`src/rtl/core/osd_pkg.sv`:
```
`timescale 1ns / 1ps
// ----------------------------------------------------------------------------
// osd_pkg
// Shared types and constants of the overlap pair sort and dedup block.
// ----------------------------------------------------------------------------
package osd_pkg;

	// Width of the ID fields on the ports
	localparam int unsigned FIELD_W = 10;

	// Parameter defaults
	localparam int unsigned MAX_PAIRS_DEF = 64;
	localparam int unsigned ID_BITS_DEF   = 10;

	typedef enum logic [0:0] {
		OP_ADD   = 1'b0,
		OP_FLUSH = 1'b1
	} op_t;

	// Control from the sequencer to the minimum scan unit
	typedef struct packed {
		logic start;
		logic has_bound;
	} scan_ctl_t;

	// Status from the minimum scan unit
	typedef struct packed {
		logic done;
		logic found;
	} scan_stat_t;

endpackage

```
`src/rtl/core/osd_ram.sv`:
```
`timescale 1ns / 1ps
// ----------------------------------------------------------------------------
// osd_ram
// Generic simple dual-port RAM, one write port, one registered read port.
// ----------------------------------------------------------------------------
module osd_ram #(
	parameter int unsigned WIDTH = 20,
	parameter int unsigned DEPTH = 64,
	localparam int unsigned AW   = (DEPTH > 1) ? $clog2(DEPTH) : 1
) (
	input  logic             clk,
	input  logic             we,
	input  logic [AW-1:0]    waddr,
	input  logic [WIDTH-1:0] wdata,
	input  logic [AW-1:0]    raddr,
	output logic [WIDTH-1:0] rdata
);

	logic [WIDTH-1:0] mem [DEPTH];

	always_ff @(posedge clk) begin
		if (we) begin
			mem[waddr] <= wdata;
		end
		rdata <= mem[raddr];
	end

endmodule

```
`src/rtl/core/osd_min_scan.sv`:
```
`timescale 1ns / 1ps
// ----------------------------------------------------------------------------
// osd_min_scan
// Sweep the pair store once and find the smallest key, above a bound when one is given.
// ----------------------------------------------------------------------------
module osd_min_scan #(
	parameter int unsigned MAX_PAIRS = osd_pkg::MAX_PAIRS_DEF,
	parameter int unsigned KEY_W     = 2 * osd_pkg::ID_BITS_DEF,
	localparam int unsigned AW       = $clog2(MAX_PAIRS),
	localparam int unsigned CW       = $clog2(MAX_PAIRS + 1)
) (
	input  logic               clk,
	input  logic               arst_n,
	input  osd_pkg::scan_ctl_t ctl,
	input  logic [CW-1:0]      count,
	input  logic [KEY_W-1:0]   bound,
	output logic [AW-1:0]      raddr,
	input  logic [KEY_W-1:0]   rdata,
	output osd_pkg::scan_stat_t stat,
	output logic [KEY_W-1:0]   best
);

	logic             busy_q;
	logic [AW-1:0]    addr_q;
	logic             rd_valid_s1;
	logic             rd_last_s1;
	logic             found_q;
	logic             done_q;
	logic [KEY_W-1:0] best_q;
	logic             issue_last;
	logic             qualifies;

	assign raddr      = addr_q;
	assign issue_last = (CW'(addr_q) + CW'(1)) == count;
	assign qualifies  = (!ctl.has_bound || (rdata > bound)) &&
	                    (!found_q || (rdata < best_q));

	always_ff @(posedge clk or negedge arst_n) begin
		if (!arst_n) begin
			busy_q      <= 1'b0;
			addr_q      <= '0;
			rd_valid_s1 <= 1'b0;
			rd_last_s1  <= 1'b0;
			found_q     <= 1'b0;
			done_q      <= 1'b0;
			best_q      <= '0;
		end else begin
			done_q <= 1'b0;
			if (ctl.start) begin
				busy_q      <= 1'b1;
				addr_q      <= '0;
				rd_valid_s1 <= 1'b0;
				found_q     <= 1'b0;
			end else begin
				// issue stage: one read address per cycle
				rd_valid_s1 <= busy_q;
				rd_last_s1  <= issue_last;
				if (busy_q) begin
					if (issue_last) begin
						busy_q <= 1'b0;
					end else begin
						addr_q <= addr_q + AW'(1);
					end
				end
				// compare stage: keep the running minimum above the bound
				if (rd_valid_s1) begin
					if (qualifies) begin
						found_q <= 1'b1;
						best_q  <= rdata;
					end
					done_q <= rd_last_s1;
				end
			end
		end
	end

	assign stat.done  = done_q;
	assign stat.found = found_q;
	assign best       = best_q;

endmodule

```
`src/rtl/core/overlap_pair_sort_dedup.sv`:
```
`timescale 1ns / 1ps
// ----------------------------------------------------------------------------
// overlap_pair_sort_dedup
// Collect candidate overlap pairs and emit each distinct pair once, sorted.
// ----------------------------------------------------------------------------
//  channel | handshake          | payload
//  --------+--------------------+-------------------------------------------
//  in      | in_valid/in_ready  | opcode, first_id, second_id
//  out     | out_valid/out_ready| low_shape, high_shape, pair_valid,
//          |                    | last_pair, overflowed
//
//  Adds are accepted back to back while idle. A flush with n stored pairs
//  and d distinct pairs takes (d + 1) sweeps of the pair store; each sweep
//  reads the n stored pairs through the single read port.
//  An empty flush gives one result, with pair_valid low and last_pair high.
//  Output stalls hold the sequencer between sweeps; no input is taken
//  during a flush. Reset empties the store and clears the overflow flag.
// ----------------------------------------------------------------------------
module overlap_pair_sort_dedup #(
	parameter int unsigned MAX_PAIRS = osd_pkg::MAX_PAIRS_DEF,
	parameter int unsigned ID_BITS   = osd_pkg::ID_BITS_DEF
) (
	input  logic                         clk,
	input  logic                         arst_n,
	input  logic                         in_valid,
	output logic                         in_ready,
	input  logic [0:0]                   opcode,
	input  logic [osd_pkg::FIELD_W-1:0]  first_id,
	input  logic [osd_pkg::FIELD_W-1:0]  second_id,
	output logic                         out_valid,
	input  logic                         out_ready,
	output logic [osd_pkg::FIELD_W-1:0]  low_shape,
	output logic [osd_pkg::FIELD_W-1:0]  high_shape,
	output logic                         pair_valid,
	output logic                         last_pair,
	output logic                         overflowed
);

	localparam int unsigned KEY_W = 2 * ID_BITS;
	localparam int unsigned AW    = $clog2(MAX_PAIRS);
	localparam int unsigned CW    = $clog2(MAX_PAIRS + 1);

	typedef enum logic [1:0] {
		S_IDLE,
		S_SCAN,
		S_EMIT
	} state_t;

	state_t                        state_q;
	logic [CW-1:0]                 count_q;
	logic                          ovf_q;
	logic                          pend_valid_q;
	logic [KEY_W-1:0]              pend_key_q;
	logic [KEY_W-1:0]              next_key_q;
	logic                          emit_pv_q;
	logic                          emit_last_q;
	logic                          out_valid_q;
	logic [osd_pkg::FIELD_W-1:0]   low_q;
	logic [osd_pkg::FIELD_W-1:0]   high_q;
	logic                          pv_q;
	logic                          last_q;
	logic                          ovf_out_q;

	logic [ID_BITS-1:0]            id_x;
	logic [ID_BITS-1:0]            id_y;
	logic [KEY_W-1:0]              new_key;
	logic                          in_fire;
	logic                          is_add;
	logic                          full;
	logic                          ram_we;
	logic                          out_free;
	logic                          emit_fire;
	logic [AW-1:0]                 raddr;
	logic [KEY_W-1:0]              rdata;
	logic [KEY_W-1:0]              best;
	osd_pkg::scan_ctl_t            scan_ctl;
	osd_pkg::scan_stat_t           scan_stat;

	// IDs wrap to ID_BITS before they are stored; store as (smaller, larger)
	assign id_x    = ID_BITS'(first_id);
	assign id_y    = ID_BITS'(second_id);
	assign new_key = (id_x < id_y) ? {id_x, id_y} : {id_y, id_x};

	assign in_ready  = (state_q == S_IDLE);
	assign in_fire   = in_valid && in_ready;
	assign is_add    = (opcode == osd_pkg::OP_ADD);
	assign full      = (count_q == CW'(MAX_PAIRS));
	assign ram_we    = in_fire && is_add && (id_x != id_y) && !full;
	assign out_free  = !out_valid_q || out_ready;
	assign emit_fire = (state_q == S_EMIT) && out_free;

	// Start a sweep on a nonempty flush, after the first minimum is found,
	// and after each pending pair is pushed out.
	assign scan_ctl.start =
		(in_fire && !is_add && (count_q != '0)) ||
		((state_q == S_SCAN) && scan_stat.done && scan_stat.found && !pend_valid_q) ||
		(emit_fire && !emit_last_q);
	// The bound is the last pair found; the first sweep looks for the minimum.
	assign scan_ctl.has_bound =
		pend_valid_q && !((state_q == S_SCAN) && scan_ctl.start);

	osd_ram #(
		.WIDTH (KEY_W),
		.DEPTH (MAX_PAIRS)
	) u_store (
		.clk   (clk),
		.we    (ram_we),
		.waddr (count_q[AW-1:0]),
		.wdata (new_key),
		.raddr (raddr),
		.rdata (rdata)
	);

	osd_min_scan #(
		.MAX_PAIRS (MAX_PAIRS),
		.KEY_W     (KEY_W)
	) u_scan (
		.clk    (clk),
		.arst_n (arst_n),
		.ctl    (scan_ctl),
		.count  (count_q),
		.bound  (pend_key_q),
		.raddr  (raddr),
		.rdata  (rdata),
		.stat   (scan_stat),
		.best   (best)
	);

	always_ff @(posedge clk or negedge arst_n) begin
		if (!arst_n) begin
			state_q      <= S_IDLE;
			count_q      <= '0;
			ovf_q        <= 1'b0;
			pend_valid_q <= 1'b0;
			pend_key_q   <= '0;
			next_key_q   <= '0;
			emit_pv_q    <= 1'b0;
			emit_last_q  <= 1'b0;
			out_valid_q  <= 1'b0;
			low_q        <= '0;
			high_q       <= '0;
			pv_q         <= 1'b0;
			last_q       <= 1'b0;
			ovf_out_q    <= 1'b0;
		end else begin
			// drop the result once the consumer takes it
			if (out_valid_q && out_ready && !emit_fire) begin
				out_valid_q <= 1'b0;
			end
			case (state_q)
				S_IDLE: begin
					if (in_fire) begin
						if (is_add) begin
							// equal IDs: drop without touching the flag
							if (id_x != id_y) begin
								if (full) begin
									ovf_q <= 1'b1;
								end else begin
									count_q <= count_q + CW'(1);
								end
							end
						end else if (count_q == '0) begin
							// empty flush: one invalid result, marked last
							emit_pv_q   <= 1'b0;
							emit_last_q <= 1'b1;
							state_q     <= S_EMIT;
						end else begin
							pend_valid_q <= 1'b0;
							state_q      <= S_SCAN;
						end
					end
				end
				S_SCAN: begin
					if (scan_stat.done) begin
						if (scan_stat.found) begin
							if (pend_valid_q) begin
								// a larger pair exists: push the pending one out
								next_key_q  <= best;
								emit_pv_q   <= 1'b1;
								emit_last_q <= 1'b0;
								state_q     <= S_EMIT;
							end else begin
								// first minimum: hold it and sweep again
								pend_key_q   <= best;
								pend_valid_q <= 1'b1;
							end
						end else begin
							// nothing above the pending pair: it is the last
							emit_pv_q   <= 1'b1;
							emit_last_q <= 1'b1;
							state_q     <= S_EMIT;
						end
					end
				end
				S_EMIT: begin
					if (out_free) begin
						out_valid_q <= 1'b1;
						pv_q        <= emit_pv_q;
						last_q      <= emit_last_q;
						ovf_out_q   <= ovf_q;
						if (emit_pv_q) begin
							low_q  <= osd_pkg::FIELD_W'(pend_key_q[KEY_W-1:ID_BITS]);
							high_q <= osd_pkg::FIELD_W'(pend_key_q[ID_BITS-1:0]);
						end else begin
							low_q  <= '0;
							high_q <= '0;
						end
						if (emit_last_q) begin
							// flush done: empty the store and clear the flag
							count_q      <= '0;
							ovf_q        <= 1'b0;
							pend_valid_q <= 1'b0;
							state_q      <= S_IDLE;
						end else begin
							pend_key_q <= next_key_q;
							state_q    <= S_SCAN;
						end
					end
				end
				default: begin
					state_q <= S_IDLE;
				end
			endcase
		end
	end

	assign out_valid  = out_valid_q;
	assign low_shape  = low_q;
	assign high_shape = high_q;
	assign pair_valid = pv_q;
	assign last_pair  = last_q;
	assign overflowed = ovf_out_q;

endmodule

```
`config.mk`:
```
export PLATFORM = sky130hd
export DESIGN_NAME = overlap_pair_sort_dedup
export DESIGN_NICKNAME = d
export VERILOG_FILES = /design/src/rtl/core/osd_pkg.sv /design/src/rtl/core/osd_ram.sv /design/src/rtl/core/osd_min_scan.sv /design/src/rtl/core/overlap_pair_sort_dedup.sv
export SDC_FILE = /design/constraint.sdc
export NUM_CORES = 1
export LEC_CHECK = 0
export ABC_CLOCK_PERIOD_IN_PS = 9530
export BUFFER_PORTS_ARGS = -buffer_cell sky130_fd_sc_hd__buf_4
export CAP_MARGIN = 30
export CORE_ASPECT_RATIO = 0.75
export CORE_MARGIN = 5
export CORE_UTILIZATION = 55
export CTS_CLUSTER_SIZE = 30
export DETAILED_ROUTE_END_ITERATION = 12
export PLACE_DENSITY = 0.73
export SETUP_SLACK_MARGIN = 0.1
export SYNTH_ARGS = -nofsm -noshare
export SYNTH_HDL_FRONTEND = slang
export SYNTH_SLANG_ARGS = --single-unit
```
`constraint.sdc`:
```
create_clock -name clk -period 9.53 [get_ports clk]
set_clock_uncertainty 0.15 [all_clocks]
set_input_delay 1.906 -clock clk [delete_from_list [all_inputs] [get_ports clk]]
set_output_delay 1.906 -clock clk [all_outputs]
set_load 0.01 [all_outputs]
```
== Word-level counts from Yosys, hierarchy flattened ==
Memories as Yosys holds them, arrays and structs flattened. A register that Yosys moved wholly into a read port is not among the register bits.
Index checks and enable logic that the tools add are counted.
Word-level totals
  RAM bits: 1280
  word-level logic and storage cells: 170
  output and inout port bits: 25
  register bits after elaboration: 108
  input port bits: 25
  memories kept: 1
Operators by class
  magnitude comparators: 3
  mux-type cells: 69
  reduce and logical (&&, ||, !) cells: 50
  eq/ne operators: 21
  bitwise gates (word level): 2
  add/subtract/negate cells: 3
Memory list
  u_store.mem: depth 64, width 20, rd ports 1, clocked after memory_dff 1, write ports 1, RTL line osd_ram.sv:19  | logic [WIDTH-1:0] mem [DEPTH];
Operators by type and width (number)
  $mux W20: 6
  $mux W7: 6
  $pmux W20 S2: 1
  $mux W1: 38
  $gt A20 B20 Y1: 1
  $lt A20 B20 Y1: 1
  $mux W10: 2
  $mux W6: 3
  $logic_and A1 B1 Y1: 16
  $ne A2 B2 Y1 const B: 8
  $mux W2: 7
  $ne A2 B1 Y1 const B: 7
  $pmux W7 S2: 1
  $reduce_and A7 Y1: 2
  $reduce_and A6 Y1: 2
  $reduce_bool A2 Y1: 6
  $lt A10 B10 Y1: 1
  $ne A10 B10 Y1: 1
  $logic_not A1 Y1: 8
  $reduce_and A8 Y1: 1
  $add A6 B1 Y7 const B: 1
  $add A7 B1 Y7 const B: 1
  $eq A7 B7 Y1: 1
  $eq A7 B7 Y1 const B: 1
  17 further kinds: 26

== Logic depth before layout (Yosys ltp) ==
  word-level depth: 15
  gate-level depth with buffers: 10
  mapped depth without buffers: 9

== Cells and area by module ==
Synthesis repeated with hierarchy kept, for this count alone.
Unflattened totals
  cell total of the unflattened synthesis: 2905
  area, all modules: 56057.5 µm²
Modules (own cells, without submodules)
  osd_ram: cells each 2243, times used 1, area each 49485.0 µm², seq. area each 38837.2 µm²
  overlap_pair_sort_dedup: cells each 401, times used 1, area each 4001.3 µm², seq. area each 1926.8 µm²
  osd_min_scan: cells each 261, times used 1, area each 2571.2 µm², seq. area each 775.7 µm²

== Least setup slack after synthesis ==
No wires, ideal clock.
  kind: input port to flip-flop
  start point: input port second_id[5] in the netlist's numbering
  end point: memory u_store.mem[27][0] (enable)
  stages: 10
  required time: 8983 ps
  arrival time: 4449 ps
  slack: 4534 ps
  cell sequence: inv_1 > ha_1 > and4_1 > a41oi_1 > and2_1 > and3_1 > clkbuf_1 > and2_1 > nand3_1 > nor2_1
On the way
  longest elaborated chain between the ends: 5
RTL lines
  start, declared: RTL line overlap_pair_sort_dedup.sv:29  | input logic [osd_pkg::FIELD_W-1:0] second_id,
  $ne A10 B10 Y1: RTL line overlap_pair_sort_dedup.sv:88  | assign ram_we = in_fire && is_add && (id_x != id_y) && !full;
  $logic_and A1 B1 Y1 (2 in series): RTL line overlap_pair_sort_dedup.sv:88
  $mux W1: RTL line osd_ram.sv:22  | if (we) begin
  $mux W1 (not written as such): RTL line osd_ram.sv:23  | mem[waddr] <= wdata;
  end, declared: RTL line osd_ram.sv:19
No other way between the ends.

== Final worst setup path ==
  start point: input port first_id[9] in the netlist's numbering
  end point: memory u_store.mem[60][1] (enable)
On the way
  longest elaborated chain between the ends: 5
RTL lines
  start, declared: RTL line overlap_pair_sort_dedup.sv:28  | input logic [osd_pkg::FIELD_W-1:0] first_id,
  $ne A10 B10 Y1: RTL line overlap_pair_sort_dedup.sv:88
  $logic_and A1 B1 Y1 (2 in series): RTL line overlap_pair_sort_dedup.sv:88
  $mux W1: RTL line osd_ram.sv:22
  $mux W1 (not written as such): RTL line osd_ram.sv:23
No other way between the ends.

==> results.toml <==
[outcome]
status = "completed"

[global_route]
overflow = 0
track_usage_pct = 24.8
grt_pass1_vias = 27041
grt_pass1_wl_um = 193000
antenna_found_initial = 7
grt_max_degree = 139

[critical_path]
worstPathCellList = "buf_4, ha_1, and4_1, a41oi_1, and2_1, and3_1, nand3_1, nor2_2, buf_4"
crit_end = "u_store.mem[60][1]"
crit_arrival_ps = 5940
rr_startpoint = "pend_key_q[18]"
r2r_slack_ps = 5140
crit_path_frequent_cell = "buf_4"
cp_slowest_cell = "a41oi_1"
worstRegToRegCells = 11
start_kind = "input pin"
r2r_end = "u_scan.best[1]"
crit_type = "in2reg"
path_max_fanout = 13
worst-endpoint-required_ps = 9780
endpoint_kind = "flop"
cp_slowest_stage_delay_ps = 800
setup.worst_path.start = "first_id[9]"

[clocking]
clk_pin_slew_ps = 60
clock_path_buffers = 3
clock_sinks = 1408
htree_levels = 4
cts_resized = 0
cts_setup_buffers = 0
holdBufCountCts = 0
insertion_delay_ps = 730
cts-root-buf = "clkbuf_16"
cts_tree = "built"
cts_buffers = 131

[yosys]
synthCells = 2613
syn-num-nets = 2690
async_reset_ff_share_pct = 7.67
yosys_warnings = 0
synth.cell_area_mm2 = 0.0553
synth_enable_flop_cells = 1280
syn_area_per_cell_um2 = 21.2
ys.flop_type = "edfxtp_1"
ys_ff_latch = 1408
ys_seq_area_share_pct = 75.1
yosysUniqueCellTypes = 64

[finish]
drive_above_1_share_pct = 30.2
fillers = 6423
synthToLayoutAreaGrowth_pct = 13.2
final_core_util_pct = 62.9
final_nets = 2845

[worst_hold_path]
hold_class = "reg2reg"

[power]
comb_power_share_pct = 29.1
p_sw_uw = 5430
switching_share_pct = 30.3
ir_worst_vdd_v = 0.000228
p_per_area_mw_per_mm2 = 286
internal_power_uw = 12500
power_frac_clock_pct = 29.2
p_leak_uw = 0.0206
pwr-share-seq_pct = 41.7

[drt]
wl_per_cell_um = 31.4
vias = 27439
dr.pass1.iters = 5
drtIter0Drc = 3906
drc = 0
ant_nets = 0
avgViaCountPerCell = 6.54
totalWireLength_um = 132000

[floorplanning]
io_pins = 50
start_util_pct = 55.6
die_area_mm2 = 0.107
die_h_um = 285
std_cell_rows = 100
die_w_um = 376
core_area_mm2 = 0.0995

[timing]
finalCriticalPeriod_ps = 5690
setup_viol = 0
hold_viol_final = 0
max_freq_ghz = 0.176
period_share_pct = 59.7
final_max_slew_viol_count = 0
tns_ps = 0
rsz0062_at_grt = "no"
worstMarginPinSlew_ps = 1010
relSlewSlack_pct = 32.7

[placement]
port_buffers = 49
gp_congestion = 0.854
post-dp-hpwl_um = 79500

[flow_run]
drv_cap = 0
## synth_stat cells, drive strengths merged (11+ instances only)
cell / n / share of area, %
dfxtp: 20 / 0.72
clkbuf: 77 / 0.52
edfxtp: 1280 / 70
o21ai: 48 / 0.44
mux2: 43 / 1.0
nor2: 130 / 0.89
nand3: 18 / 0.17
mux4: 400 / 16
inv: 57 / 0.39
nand4: 12 / 0.14
dfrtp: 108 / 4.9
a21o: 11 / 0.15
a22oi: 40 / 0.54
nand2: 106 / 0.72
buf: 59 / 0.57
ha: 52 / 1.2
a21oi: 60 / 0.56
## metrics by stage
stage	hold slack, ps	total power, uW	setup slack [ps]	area, um2	std cells
2_1_floorplan	291	11000	4530	55300	2613
3_3_place_gp	314	12600	2970	57400	3907
3_5_place_dp	321	12800	2910	58200	3953
4_1_cts	334	18000	3680	62500	4187
5_1_grt	358	18600	3880	62600	4195
6_report	329	17900	3840	62600	4196
## worst min-delay path by stage
stage	from	end	slack, ps	cells after the start
final	high_shape[4]	high_shape[4]	330	2
after global routing	high_shape[6]	high_shape[6]	360	2
after CTS	high_shape[4]	high_shape[4]	330	2
after detailed placement	high_shape[4]	high_shape[4]	320	2
after global placement	high_shape[5]	high_shape[5]	310	2
after floorplan	u_scan.rd_last_s1	u_scan.rd_last_s1	290	2
## cell usage in the layout, fill, tap and decap left out, types with 32 or more instances in the layout
cell type | synthesis | routed
nor2_2 | 1 | 66
ha_1 | 52 | 52
a22oi_1 | 40 | 40
nor2_1 | 129 | 64
clkinv_1 | 0 | 32
inv_1 | 57 | 57
edfxtp_1 | 1280 | 1280
mux4_2 | 400 | 400
o21ai_0 | 47 | 47
dfrtp_1 | 108 | 104
buf_8 | 0 | 37
a21oi_1 | 59 | 59
buf_4 | 8 | 102
nand2_1 | 106 | 106
clkbuf_16 | 0 | 141
## cells by family (layout without fill, tap and decap cells)
| group | count (synthesis) | count (layout) | synth area share (%) |
|---|---|---|---|
| AOI/OAI and AO/OA | 191 | 191 | 2.20 |
| xor gates and xnor gates | 14 | 14 | 0.222 |
| adders and majority gates | 52 | 52 | 1.18 |
| buffers and inverters | 193 | 449 | 1.48 |
| DFF | 1408 | 1408 | 75.1 |
| muxes | 444 | 444 | 17.3 |
| other | 0 | 1 | 0 |
| and+or+nand+nor | 311 | 311 | 2.47 |
## worst max-delay path: cells and delay by family
| kind | cells | cell delay (ps) |
|---|---|---|
| buffers and inverters | 2 | 500 |
| AO/OA/AOI/OAI | 1 | 800 |
| AND/OR/NAND/NOR | 5 | 2380 |
| adder cells (fa/ha/maj) | 1 | 320 |
## cell type report
| cell class | count | area [um2] | area share, % |
|---|---|---|---|
| flip-flops and latches | 1408 | 41600 | 66.4 |
| multi-input cells | 1012 | 13100 | 21.0 |
| clock buffers | 162 | 3630 | 5.80 |
| repair buffers | 158 | 1750 | 2.80 |
| well taps | 1326 | 1660 | 2.65 |
| clock inverters | 72 | 653 | 1.04 |
| inverters | 57 | 214 | 0.342 |
| diodes | 1 | 2.50 | 0.00400 |
## power by group through the flow
stage	logic, uW	clock network (uW)	registers, uW
after floorplan	3590	0	7400
after global placement	5060	0	7580
after detailed placement	5190	0	7590
after CTS	5240	5300	7470
after global routing	5520	5580	7500
final	5210	5240	7470
## state kept, by name, summed over array words and instances (netlist names), 2 cells and up
name           flops
u_store.mem     1280
next_key_q        20
pend_key_q        20
u_scan.best       20
u_store.rdata     20
high_shape        10
low_shape         10
count_q            7
u_scan.raddr       6
state_q            2
## metal layers
layer / wire length (um) / GRT usage [%]
met4: 2640 / 5.82
met2: 60400 / 36.3
met1: 53800 / 38.2
met5: 0 / 0
met3: 15000 / 6.66
No activity file was read; power rests on OpenSTA's default activity.
